$ cat src/sv/phts_pkg.sv
package phts_pkg;

  // Table geometry: home slots from the low key bits, plus guard slots so that
  // a probe window starting at the last home slot stays inside the table.
  localparam int INDEX_BITS = 16;
  localparam int PROBES     = 8;
  localparam int SLOT_COUNT = (1 << INDEX_BITS) + PROBES;
  localparam int SLOT_BITS  = $clog2(SLOT_COUNT);
  localparam int PROBE_BITS = $clog2(PROBES + 1);

  // Command queue between front and back end; depth must be a power of two.
  localparam int QDEPTH    = 2;
  localparam int QPTR_BITS = (QDEPTH > 1) ? $clog2(QDEPTH) : 1;
  localparam int QCNT_BITS = $clog2(QDEPTH + 1);

  typedef enum logic [0:0] {
    OP_STORE  = 1'b0,
    OP_LOOKUP = 1'b1
  } op_t;

  typedef struct packed {
    logic [31:0] lock;
    logic [7:0]  depth;
    logic [15:0] value;
    logic [1:0]  color;
  } entry_t;

  typedef struct packed {
    op_t                  op;
    logic [SLOT_BITS-1:0] home;
    logic [31:0]          lock;
    logic [15:0]          value;
    logic [7:0]           depth;
    logic [1:0]           color;
    logic [15:0]          need;
  } cmd_t;

endpackage

$ cat src/sv/phts_front.sv
module phts_front
  import phts_pkg::*;
(
  input  logic         clk,
  input  logic         rst_n,
  input  logic         clearing,
  input  logic         in_tvalid,
  output logic         in_tready,
  input  logic [111:0] in_tdata,
  input  logic [0:0]   in_tuser,
  output logic         cmd_valid,
  input  logic         cmd_ready,
  output cmd_t         cmd
);

  cmd_t                 q_r [QDEPTH];
  logic [QPTR_BITS-1:0] wr_ptr_r, wr_ptr_nxt;
  logic [QPTR_BITS-1:0] rd_ptr_r, rd_ptr_nxt;
  logic [QCNT_BITS-1:0] count_r, count_nxt;
  logic                 push;
  logic                 pop;
  cmd_t                 in_cmd;

  // Decode the transfer into a command; the home slot is the low key bits.
  always_comb begin
    in_cmd.op    = op_t'(in_tuser[0]);
    in_cmd.home  = SLOT_BITS'(in_tdata[INDEX_BITS-1:0]);
    in_cmd.lock  = in_tdata[63:32];
    in_cmd.value = in_tdata[79:64];
    in_cmd.depth = in_tdata[87:80];
    in_cmd.color = in_tdata[89:88];
    in_cmd.need  = in_tdata[105:90];
  end

  assign in_tready = !clearing && (count_r != QCNT_BITS'(QDEPTH));
  assign push      = in_tvalid && in_tready;
  assign cmd_valid = (count_r != '0);
  assign pop       = cmd_valid && cmd_ready;
  assign cmd       = q_r[rd_ptr_r];

  always_comb begin
    wr_ptr_nxt = push ? wr_ptr_r + QPTR_BITS'(1) : wr_ptr_r;
    rd_ptr_nxt = pop ? rd_ptr_r + QPTR_BITS'(1) : rd_ptr_r;
    count_nxt  = count_r;
    if (push && !pop) begin
      count_nxt = count_r + QCNT_BITS'(1);
    end else if (pop && !push) begin
      count_nxt = count_r - QCNT_BITS'(1);
    end
  end

  always_ff @(posedge clk) begin
    if (!rst_n) begin
      wr_ptr_r <= '0;
      rd_ptr_r <= '0;
      count_r  <= '0;
    end else begin
      wr_ptr_r <= wr_ptr_nxt;
      rd_ptr_r <= rd_ptr_nxt;
      count_r  <= count_nxt;
    end
  end

  always_ff @(posedge clk) begin
    if (push) begin
      q_r[wr_ptr_r] <= in_cmd;
    end
  end

endmodule

$ cat config.mk
export PLATFORM = sky130hd
export DESIGN_NAME = phts_front
export DESIGN_NICKNAME = d
export VERILOG_FILES = /design/src/sv/phts_pkg.sv /design/src/sv/phts_front.sv
export SDC_FILE = /design/constraint.sdc
export NUM_CORES = 1
export LEC_CHECK = 0
export BUFFER_PORTS_ARGS = -buffer_cell sky130_fd_sc_hd__clkbuf_2
export CAP_MARGIN = 20
export CORE_MARGIN = 3
export CORE_UTILIZATION = 37
export CTS_CLUSTER_SIZE = 14
export DETAILED_ROUTE_END_ITERATION = 10
export MAX_ROUTING_LAYER = met4
export PLACE_DENSITY = 0.57
export RECOVER_POWER = 50
export SYNTH_ARGS = -nofsm -noshare
export SYNTH_HDL_FRONTEND = slang
export SYNTH_SLANG_ARGS = --single-unit
$ cat constraint.sdc
create_clock -name clk -period 11.9 [get_ports clk]
set_clock_uncertainty 0.2 [all_clocks]
set_input_delay 1.19 -clock clk [delete_from_list [all_inputs] [get_ports clk]]
set_output_delay 1.19 -clock clk [all_outputs]
set_load 0.03 [all_outputs]
# Yosys cells after proc, flatten, opt, wreduce, memory -nomap -nowiden
# Memories as Yosys holds them, arrays and structs flattened. A register that Yosys moved wholly into a read port is not among the register bits.
# Cells that the tools add are included.
[word_totals] ram_bits=182 out_inout_bits=94 input_bits=118 latch_bits=0 regBits=4 mem_bits_ro=0 memories=1 wordCells=25
[mem_list] name="q_r" words=2 word_bits=91 rd=1 rd_clocked_by_memory_dff=1 wr=1 line="phts_front.sv:16" source="cmd_t q_r [QDEPTH];"
[op_classes] magnitude_cmp=0 addsub=4 n_mul=0 n_shift=0 n_reduce_logical=10 n_div=0 n_mux=6 eq_ne=1 n_bitwise=0
[ops] op="$logic_and 1x1->1" count=5
[ops] op="$mux 1" count=4
[ops] op="$mux 2" count=2
[ops] op="$reduce_bool 2->1" count=2
[ops] op="$logic_not 1->1" count=3
[ops] op="$add 1x1->1 const B" count=2
[ops] op="$add 2x1->2 const B" count=1
[ops] op="$ne 2x2->1 const B" count=1
[ops] op="$sub 2x1->2 const B" count=1

# Depth between registers and ports, before layout
[depth] word_depth=7 depth_mapped=6 depth_no_buf=6

# Worst setup path after synthesis
# No wires, ideal clock.
[synth_timing] path_type="input to register" startpoint="input clearing" endpoint="memory q_r[0][0] (netlist bit) (enable)" slack_ns=5.627 setup_time_ns=0.552 arrival_time_ns=5.521 n_path_buf=0 required_time_ns=11.148 cell_stages=2 cell_sequence="nor3b_2 > nor2b_1"
[synth_via] elab_chain_cells=5
[synth_lines] element="from (decl)" line="phts_front.sv:6" source="input logic clearing,"
[synth_lines] element="$logic_not 1->1" line="phts_front.sv:35" source="assign in_tready = !clearing && (count_r != QCNT_BITS'(QDEPTH));"
[synth_lines] element="$logic_and 1x1->1" line="phts_front.sv:35"
[synth_lines] element="$logic_and 1x1->1" line="phts_front.sv:36" source="assign push = in_tvalid && in_tready;"
[synth_lines] element="$mux 1" line="phts_front.sv:65" source="if (push) begin"
[synth_lines] element="$mux 1 (not written as such)" line="phts_front.sv:66" source="q_r[wr_ptr_r] <= in_cmd;"
[synth_lines] element="to (decl)" line="phts_front.sv:16"
# Every way passes these cells.

# Final worst setup path
[layout_timing] startpoint="input clearing" endpoint="memory q_r[1][50] (netlist bit) (enable)"
[layout_via] elab_chain_cells=5
[layout_lines] element="$logic_not 1->1" line="phts_front.sv:35"
[layout_lines] element="$logic_and 1x1->1" line="phts_front.sv:35"
[layout_lines] element="$logic_and 1x1->1" line="phts_front.sv:36"
[layout_lines] element="named net push" line="phts_front.sv:20" source="logic push;"
[layout_lines] element="$mux 1" line="phts_front.sv:65"
[layout_lines] element="$mux 1 (not written as such)" line="phts_front.sv:66"
# The timed path passes the listed nets, and every way through them passes these cells.

==> impl_metrics.py <==
metrics = {
    "synthesis": {
        "synth_top_area_frac": 0.802,
        "ys.flop_type": "edfxtp_1",
        "ys_ff_latch": 187,
        "syn_nets": 429,
        "synth-edff-count": 182,
        "postSynthAreaPerCell_um2": 22.0,
        "syn_inst": 310,
        "async_reset_ff_frac": 0,
        "yosysSeqAreaShare": 0.816,
        "synth_area_um2": 6820,
        "synthTopCellsByArea": "edfxtp_1 80%, mux2_2 12%, mux2_1 3.5%, dfxtp_1 1.5%, buf_4 1.1%",
        "yosysWarnings": 0,
        "yosysUniqueCellTypes": 22,
        "synth_most_common_cell": "edfxtp_1",
        "synth_common_cells": "182 x edfxtp_1, 70 x mux2_2, 21 x mux2_1",
        "synth_top_area_cell": "edfxtp_1",
    },
    "global_routing": {
        "antenna_found_initial": 1,
        "grt_max_degree": 56,
        "grt_first_pass_wirelength_um": 19600,
        "grtUsageTotal": 0.132,
        "grt-ovfl-total": 0,
        "grt_pass1_vias": 3883,
    },
    "worst_setup_path": {
        "critPathMaxFanout": 55,
        "crit_required_ns": 11.74,
        "cp.arrival_ns": 4.71,
        "worstSetupPathType": "input pin to flop",
        "cp_top_family": "simple AND/OR/NAND/NOR gates",
        "critPathLaunchType": "input pin",
        "cpMaxStageDelayCell": "and2_0",
        "crit_path_max_incr_delay_ns": 1.90,
        "cp-end-kind": "flop",
        "worst-path-buf-inv": 2,
        "crit_chain": "clkbuf_1 > nor3b_1 > and2_0 > buf_4",
    },
    "sta": {
        "min_period_ns": 4.87,
        "relSlewSlack": -0.649,
        "finalSetupTns_ns": 0,
        "drv_slew": 38,
        "fmax_mhz": 205,
        "hold_viol_final": 0,
        "setup_viol": 0,
        "whs_ns": 0.321,
        "layout_setup_ws_ns": 7.03,
        "rsz0062_at_grt": "no",
        "worst_pin_slew_ns": 2.47,
        "post-route-period-util": 0.409,
    },
    "placed_design": {
        "hpwl_um": 8160,
        "numPortBuffers": 188,
        "pre_cts_slack_ns": 7.74,
        "placed_area_um2": 8000,
        "place_congestion": 0.729,
    },
    "routing": {
        "ant_nets": 0,
        "wl_um": 12700,
        "viasPerCell": 4.66,
        "vias": 3506,
        "drtIter0Drc": 137,
        "drcViolationCount": 0,
        "post_drt_wl_per_cell_um": 16.9,
        "first_pass_iters": 4,
    },
    "finish": {
        "fin_util": 0.472,
        "seqCellArea_um2": 5570,
        "multi_input_area_um2": 1170,
        "final_nets": 629,
        "drive_gt1_frac": 0.429,
        "num-fill-cells": 1648,
        "fin_area_um2": 8520,
        "areaGrowthSynthToFinish_pct": 24.9,
    },
    "outcome": {
        "outcome": "finished, violations left",
        "violations": "capacitance limit, slew limit",
    },
    "clock_tree": {
        "postCtsSetupBuffers": 0,
        "tritoncts": "built",
        "cts_resized": 0,
        "cts_buffer_depth": 2,
        "worstSkewPairLatency_ns": 0.41,
        "cts_root_buf": "clkbuf_16",
        "numCtsBuffers": 17,
        "clk_pin_slew_worst_paths_ns": 0.06,
        "clock_sinks": 187,
        "postCtsHoldBufs": 0,
        "cts-htree-levels": 4,
    },
    "floorplan": {
        "die_h_um": 142,
        "ioPinCount": 212,
        "coreArea_um2": 18000,
        "start_util": 0.378,
        "die_area_um2": 20100,
        "fp-row-count": 49,
        "fp.dieW_um": 142,
    },
    "pwr": {
        "p_sw_uw": 593,
        "clkPwrFrac": 0.302,
        "p_comb_frac": 0.261,
        "vdd_ir_drop_max_v": 0.0000960,
        "seqPwrFrac": 0.437,
        "swShare": 0.314,
        "powerDensity_nw_per_um2": 221,
        "leakage_uw": 0.00298,
        "p_int_uw": 1290,
    },
    "flow_run": {
        "cap_violations": 1,
    },
    "worst_hold_path": {
        "worstHoldPathType": "flop to flop",
    },
}
-- final cells by class --
| type | instances | share of cell area |
|---|---|---|
| multi-input cells | 112 | 0.137 |
| repair buffers | 192 | 0.105 |
| flip-flops and latches | 187 | 0.654 |
| well taps | 229 | 0.0336 |
| clock inverters | 12 | 0.0190 |
| diodes | 1 | 0.000294 |
| clock buffers | 19 | 0.0508 |
-- path summary, 6_finish.rpt --
path,from,end,slack (ns),cells after the start
worst max-delay path,clearing,q_r[1][50]$_DFFE_PP_,7.03,4
worst min-delay path,wr_ptr_r$_SDFFE_PN0P_,wr_ptr_r$_SDFFE_PN0P_,0.32,2
worst max register to register,count_r[0]$_SDFFE_PN0P_,q_r[1][50]$_DFFE_PP_,7.39,4
worst min register to register,wr_ptr_r$_SDFFE_PN0P_,wr_ptr_r$_SDFFE_PN0P_,0.32,2
-- cells by family (layout without fill, tap and decap cells) --
| kind of cell | Yosys count | in the layout | share of synthesized area |
|---|---|---|---|
| AOI/OAI and AO/OA | 3 | 3 | 0.00257 |
| DFF | 187 | 187 | 0.816 |
| and+or+nand+nor | 12 | 12 | 0.0112 |
| adders and majority gates | 1 | 1 | 0.00184 |
| buffers and inverters | 11 | 223 | 0.0117 |
| muxes | 92 | 92 | 0.152 |
| other | 1 | 2 | 0.000550 |
| xor gates and xnor gates | 3 | 3 | 0.00386 |
-- worst min-delay path, cell delays in order, from the launching register on --
cell and delay [ns]:
dfxtp_1 0.33, nand2_1 0.06, mux2i_1 0.07
-- state kept, by name, indices dropped and copies added, names as in the netlist, named ones only --
name	count
count_r	2
q_r	182
rd_ptr_r	1
wr_ptr_r	1
-- placed cells by master, fill, tap and decap left out, types with 2 or more instances in the layout --
cell,Yosys,routed
o21ai_0,1,2
clkbuf_1,0,71
dfxtp_1,5,4
bufinv_16,0,3
clkbuf_2,0,119
xnor2_1,2,2
mux2_1,21,21
buf_4,10,3
mux2_2,70,70
clkinvlp_4,0,3
nor2b_1,2,2
edfxtp_1,182,182
clkbuf_16,0,17
inv_6,0,4
and2_0,0,3
-- power groups by stage --
| stage | Sequential [uW] | Combinational [uW] | Clock (uW) |
|---|---|---|---|
| final | 822 | 492 | 570 |
| after floorplan | 815 | 395 | 0 |
| after global routing | 831 | 526 | 613 |
| after CTS | 826 | 504 | 588 |
| after global placement | 836 | 498 | 0 |
| after detailed placement | 840 | 502 | 0 |
-- metal layers --
layer / track usage / share of wire
met4: 0.0510 / 0.016
met2: 0.211 / 0.50
met3: 0.0492 / 0.076
met5: - / 0
met1: 0.152 / 0.41
-- per-stage QoR --
step	std cells	power, uW
6_report	752	1880
5_1_grt	752	1970
3_5_place_dp	719	1340
3_3_place_gp	719	1330
2_1_floorplan	310	1210
4_1_cts	750	1920
Note: power is estimated with default switching activity, not from simulation.
